--- src/hdl/bsc_pkg.sv ---
// Shared constants for the barometer sample compensation block.
package bsc_pkg;

  localparam int DIV_W = 32;

  localparam logic [2:0] REG_CAL_AC123    = 3'd0;
  localparam logic [2:0] REG_CAL_AC456    = 3'd1;
  localparam logic [2:0] REG_CAL_B12      = 3'd2;
  localparam logic [2:0] REG_CAL_MC_MD    = 3'd3;
  localparam logic [2:0] REG_OVERSAMPLING = 3'd4;

  localparam logic [31:0] B6_OFFSET   = 32'd4000;
  localparam logic [31:0] P_SQ_COEF   = 32'd3038;
  localparam logic [31:0] P_LIN_COEF  = 32'hFFFF_E343; // -7357
  localparam logic [31:0] P_OFFSET    = 32'd3791;
  localparam logic [31:0] B7_SCALE    = 32'd50000;
  localparam logic [31:0] B4_OFFSET   = 32'd32768;

endpackage

--- src/hdl/bsc_div.sv ---
// Pipelined unsigned restoring divider, one quotient bit per stage.
module bsc_div
  import bsc_pkg::*;
#(
  parameter int W    = DIV_W,
  parameter int SB_W = 1
) (
  input  logic            clk,
  input  logic            rst,
  input  logic            en,
  input  logic            in_v,
  input  logic [W-1:0]    num,
  input  logic [W-1:0]    den,
  input  logic [SB_W-1:0] sb_in,
  output logic            out_v,
  output logic [W-1:0]    quo,
  output logic [SB_W-1:0] sb_out
);

  // acc holds {partial remainder, remaining dividend / quotient bits}
  logic [2*W-1:0]  acc [0:W];
  logic [W-1:0]    dsr [0:W];
  logic [SB_W-1:0] sb  [0:W];
  logic            v   [0:W];

  assign acc[0] = {{W{1'b0}}, num};
  assign dsr[0] = den;
  assign sb[0]  = sb_in;
  assign v[0]   = in_v;

  for (genvar k = 0; k < W; k++) begin : g_step
    logic [W:0]     sh;
    logic [W:0]     diff;
    logic [2*W-1:0] nxt;

    always_comb begin
      sh   = {acc[k][2*W-1:W], acc[k][W-1]};
      diff = sh - {1'b0, dsr[k]};
      if (diff[W]) begin
        nxt = {sh[W-1:0], acc[k][W-2:0], 1'b0};
      end else begin
        nxt = {diff[W-1:0], acc[k][W-2:0], 1'b1};
      end
    end

    always_ff @(posedge clk) begin
      if (en) begin
        acc[k+1] <= nxt;
        dsr[k+1] <= dsr[k];
        sb[k+1]  <= sb[k];
      end
    end

    always_ff @(posedge clk) begin
      if (rst) begin
        v[k+1] <= 1'b0;
      end else if (en) begin
        v[k+1] <= v[k];
      end
    end
  end

  assign out_v  = v[W];
  assign quo    = acc[W][W-1:0];
  assign sb_out = sb[W];

endmodule

--- config.mk ---
export PLATFORM = sky130hd
export DESIGN_NAME = bsc_div
export DESIGN_NICKNAME = d
export VERILOG_FILES = /design/src/hdl/bsc_pkg.sv /design/src/hdl/bsc_div.sv
export SDC_FILE = /design/constraint.sdc
export NUM_CORES = 2
export LEC_CHECK = 0
export BUFFER_PORTS_ARGS = -buffer_cell sky130_fd_sc_hd__buf_2
export CAP_MARGIN = 20
export CORE_ASPECT_RATIO = 0.6
export CORE_UTILIZATION = 25
export DETAILED_ROUTE_END_ITERATION = 8
export PLACE_DENSITY_LB_ADDON = 0.05
export SLEW_MARGIN = 20
export SYNTH_ARGS = -nofsm -noshare
export SYNTH_HDL_FRONTEND = slang
export SYNTH_SLANG_ARGS = --single-unit
--- constraint.sdc ---
create_clock -name clk -period 12.8 [get_ports clk]
set_input_delay 3.2 -clock clk [delete_from_list [all_inputs] [get_ports clk]]
set_output_delay 3.2 -clock clk [all_outputs]
set_load 0.01 [all_outputs]
== Yosys cells after proc, flatten, opt, wreduce, memory -nomap -nowiden ==
Cells that the tools add are included.

* Bits of input ports: 69
* Output and inout bits: 34
* Register bits: 3072

* Add/subtract/negate cells: 32
* Multiplexer cells: 32

{| class="wikitable"
|+ Operators with widths
! kind !! count
|-
| $mux W64 || 30
|-
| $sub A33 B32 Y33 || 31
|-
| $mux W33 || 1
|-
| $sub A1 B32 Y33 || 1
|-
| $mux W1 || 1
|}

== Longest topological paths before layout ==
* Depth in word-level cells: 2
* Depth in mapped cells: 16
* Gate-level depth less buffers: 15

== Least setup slack after synthesis ==
Ideal clock, no wire load.

* Kind: input-to-reg
* Start: in num[31]
* End: reg acc[2027] (netlist name) (data pin)
* Data arrival time: 4.516 ns
* Data required time: 12.543 ns
* Path slack: 8.027 ns
* Cell stages on the path: 8
* Cells stage by stage: inv_1 > ha_1 > clkbuf_1 > clkbuf_1 > inv_1 > ha_1 > clkbuf_1 > o2111a_1

* Word-level cells in the longest chain between the ends: 1

{| class="wikitable"
|+ RTL lines
! item !! line !! text
|-
| from (decl) || bsc_div.sv:12 || <nowiki>input logic [W-1:0] num,</nowiki>
|-
| $sub A1 B32 Y33 || bsc_div.sv:38 || <nowiki>diff = sh - {1'b0, dsr[k]};</nowiki>
|-
| to (signal, indexed assignment) || bsc_div.sv:48 || <nowiki>acc[k+1] <= nxt;</nowiki>
|-
| to (decl) || bsc_div.sv:21 || <nowiki>logic [2*W-1:0] acc [0:W];</nowiki>
|}

Every way passes these cells.
A chain may end at the register's enable or synchronous reset.

== Worst setup path in the final report ==
* Start: reg dsr[672] (netlist name)
* End: reg acc[1323] (netlist name) (data pin)

* Word-level cells in the longest chain between the ends: 2

{| class="wikitable"
|+ RTL lines
! item !! line !! text
|-
| from (decl) || bsc_div.sv:22 || <nowiki>logic [W-1:0] dsr [0:W];</nowiki>
|-
| from (signal, indexed assignment) || bsc_div.sv:49 || <nowiki>dsr[k+1] <= dsr[k];</nowiki>
|-
| $sub A33 B32 Y33 || bsc_div.sv:38 ||
|-
| $mux W64 || bsc_div.sv:39 || <nowiki>if (diff[W]) begin</nowiki>
|-
| via g_step[11].nxt[43] || bsc_div.sv:34 || <nowiki>logic [2*W-1:0] nxt;</nowiki>
|}

The timed path passes the listed nets, and every way through them passes these cells.

==> summary.md <==
The share of the clock period used by the worst path after layout works out to 46.6%. The initial antenna violation count came out at 13. The worst hold path begins at acc[1991]. The number of setup violations in the final report was 0; the area of the die was 624,000 um^2. For the pin with the worst max-slew slack, the measured transition is 1.14 ns. Post-CTS repair changed the size of 0 cells. Worst reg2reg path endpoint: acc[1323]. The worst hold path belongs to the class register to register. The tightest slew margin relative to the limit is 23.9%, and the utilization after layout is 28.8%.

Wires add up to 409,000 um. In this run the horizontal extent of the chip is 1020 um. For this run, design rule violations remaining after detail routing come to 0. After clock tree synthesis, the setup repair step added 0 buffers. The worst vdd rail ir drop was 0.126 mV; the total count of max-transition violations in the final report was 0. The core region is 617,000 um^2.

Power comes to 47.9 mW. Pin placement for this block handled 103 I/O pins. Number of enable-type register cells in the synthesized netlist: 3,040. For the worst setup path, the data required time is 13.42 ns. The total number of vias was 94,500; the detail-routed via count per cell was 4.52.

Once the floorplan was initialized, standard cells occupied 25.2% of the core. The overflow left after global routing is 0. The count of hold-fix buffers inserted at cts is 0. The run gives 0.0772 ns as the worst-case clock skew. Port buffering added 102 buffers. Global routing consumed, over all layers together, 12.7% of the routing resources.

In the global route stage, met1 resource usage came out at 20.8%. The data arrival time at the worst-slack endpoint is 6.59 ns, and the power per cell area is 270 nW/um^2. The logs give 12,100 for the synthesized netlist cell count and 610,000 um for the wire length of the first global-routing pass. The synthesized design contains 3,072 register bits. The flow ran to the end, and the final reports show no timing, DRC or antenna violations. At the end of the flow, the number of nets in the layout was 13,500. Per-instance average area after synthesis: 12.8 um^2. Dividing the detail-routed wire length by the instance count gives 19.6 um. Clock tree synthesis found a total of 3,072 sinks. The Yosys step of the flow raised 0 warnings. The remaining antenna violation count is 0.

In the global route stage, met3 resource usage came out at 1.87%. After floorplanning, the core was divided into 223 placement rows. Setup repair after global routing left no endpoint under its margin. The global-route layer with the greatest usage was met1. Derived from the worst setup path, the maximum achievable clock frequency is 167 MHz. The buffer cell driving the clock tree root is clkbuf_16. In this run, distinct cell masters in the synthesized netlist total 90.

The first detailed-routing pass took 6 iterations. For this run, global-route usage on met2 was measured as 17.1%. The tools report the netlist area before placement as 155,000 um^2. In this run the register-to-register setup slack is 6.83 ns. The vertical extent of the die works out to 612 um. In the final layout, the share of cells above drive strength 1 is 11.7%. The tool flagged a number of max-cap violations equal to 0. Along the worst path, the maximum fanout reaches 33. The category of the most critical setup path is register to register. In this run, CTS created clock tree buffers numbering 346. The worst hold path was traced through 0 stages.

The count of cells along the worst register-to-register path was 14. The layout has 62,300 filler cells. The final-report hold violation count was 0. The clock input transition at the sequential cells of the worst setup and hold paths was 0.06 ns.

The logs give 4 for the maximum buffer depth of the clock tree and 91,200 for the via count of the first global-routing pass. Clock latency on the worst-skew pair, taken at its later pin, is 0.95 ns. TritonCTS built the clock tree. Summing the sequential cell areas from Yosys gives 59.2% of the chip area.

After layout, the minimum clock period comes to 5.97 ns. Of all flip-flops after synthesis, the portion carrying an async set or reset was 0%. The logs give 171 for the pin count of the biggest net entering global routing and 5 for the number of levels in the clock H-tree. Kind of end point of the critical path: a register. Detailed router's first-iteration violation count: 7,481. In the final timing run, aggregate negative setup slack is 0 ns. The congestion estimate from routability-driven global placement came to 0.832. STA classifies the critical path startpoint as a register. The area growth from synthesis to layout is 14.4%. Reg-to-reg critical path startpoint: dsr[672].

For hold timing, the worst endpoint is acc[1928]. The HPWL after detailed placement is 300,000 um. The tools report the static leakage as 69.1 nW. Dominant synthesized flop cell: edfxtp_1.
[report_power, final]
group	internal, mW	total (mW)	switching, mW
Clock	5.92	10.4	4.48
Sequential	14.6	16.4	1.77
Combinational	9.36	21.1	11.7
Total	29.9	47.9	18.0
[worst max path at each step]
stage / from / to / slack [ns]
6_report: dsr[672] / acc[1323] / 6.83
5_1_grt: acc[1375] / acc[1323] / 6.52
3_5_place_dp: acc[1375] / acc[1314] / 6.86
3_3_place_gp: acc[1375] / acc[1314] / 6.91
4_1_cts: acc[1375] / acc[1323] / 6.76
2_1_floorplan: num[31] / acc[2027] / 8.03
[placed cells by master (no fill, tap or decap), types with 69 or more instances in the layout]
master     instances
o211ai_1          69
o21a_1           158
xor2_1           312
a21o_1           489
nor3_1            84
a31oi_1          104
clkbuf_16        346
ha_1             993
nand2b_1         106
a211oi_1          72
a21oi_1          825
nor2_1           488
nand4_1           96
inv_1           1187
o31ai_1           73
edfxtp_1        3040
buf_2            101
xnor2_1          468
nand2_1          679
mux2_2           662
o21bai_1          85
nand3_1          152
nor2b_1          138
and3_1            84
mux2i_1           99
o21ai_0          676
[worst max-delay path, cell delays in order, from the launching register on]
cell	delay [ns]
edfxtp_1	0.39
ha_1	0.23
fa_1	0.42
nor2b_1	0.24
o31ai_1	0.19
a2111oi_0	0.69
o21ai_0	0.45
o31ai_1	0.71
o41ai_1	0.26
o21ai_0	0.48
a21oi_1	0.13
o21bai_1	0.32
xor2_4	0.16
buf_4	0.48
mux2_2	0.41
[synthesized netlist by cell type, types with 96 or more instances]
cell type | n | area (um^2)
edfxtp_1 | 3040 | 91300
inv_1 | 1187 | 4460
ha_1 | 993 | 12400
a21oi_1 | 825 | 4130
nand2_1 | 679 | 2550
o21ai_0 | 676 | 3380
mux2_2 | 662 | 7450
a21o_1 | 489 | 3670
nor2_1 | 488 | 1830
xnor2_1 | 481 | 4210
xor2_1 | 325 | 2850
clkbuf_1 | 218 | 818
o21a_1 | 158 | 1190
nand3_1 | 152 | 761
nor2b_1 | 138 | 863
nand2b_1 | 106 | 663
a31oi_1 | 104 | 651
mux2i_1 | 99 | 991
nand4_1 | 96 | 601
[kinds of logic after synthesis]
family / synth area share (%)
buf+inv: 3.73
compound gates: 12.2
flops: 59.2
simple gates: 6.18
xor+xnor: 4.56
fa+ha+maj: 8.39
mux: 5.70
other cells: 0.00242
[registers in the layout, indices dropped and copies added, names as in the netlist]
signal	flops
sb	31
quo	32
sb_out	1
acc	1984
v	31
out_v	1
dsr	992
[final cells by class]
type                            count  area, um^2  share of cell area, %
Clock buffer                      398        8850                   4.99
Tap cell                         8212       10300                   5.79
Timing Repair Buffer              183        1360                  0.767
Sequential cell                  3072       91900                   51.8
Antenna cell                        7        17.5                0.00986
Clock inverter                    236        2810                   1.58
Multi-Input combinational cell   7607       57900                   32.6
Inverter                         1188        4460                   2.51
[metrics by stage]
step	cell area (um^2)	worst slack, ns	std cells	hold slack [ns]
after global routing	178000	6.52	20900	0.354
after global placement	166000	6.91	20300	0.401
after floorplan	155000	8.03	12200	0.400
after detailed placement	166000	6.86	20300	0.405
after CTS	178000	6.76	20900	0.346
final	178000	6.83	20900	0.352
[metal layers]
metal	wire length [um]	share of wire, %
met5	13	0.0032
met4	8520	2.1
met3	18100	4.4
met2	156000	38
met1	226000	55
Power figures use the tool's default switching activity.
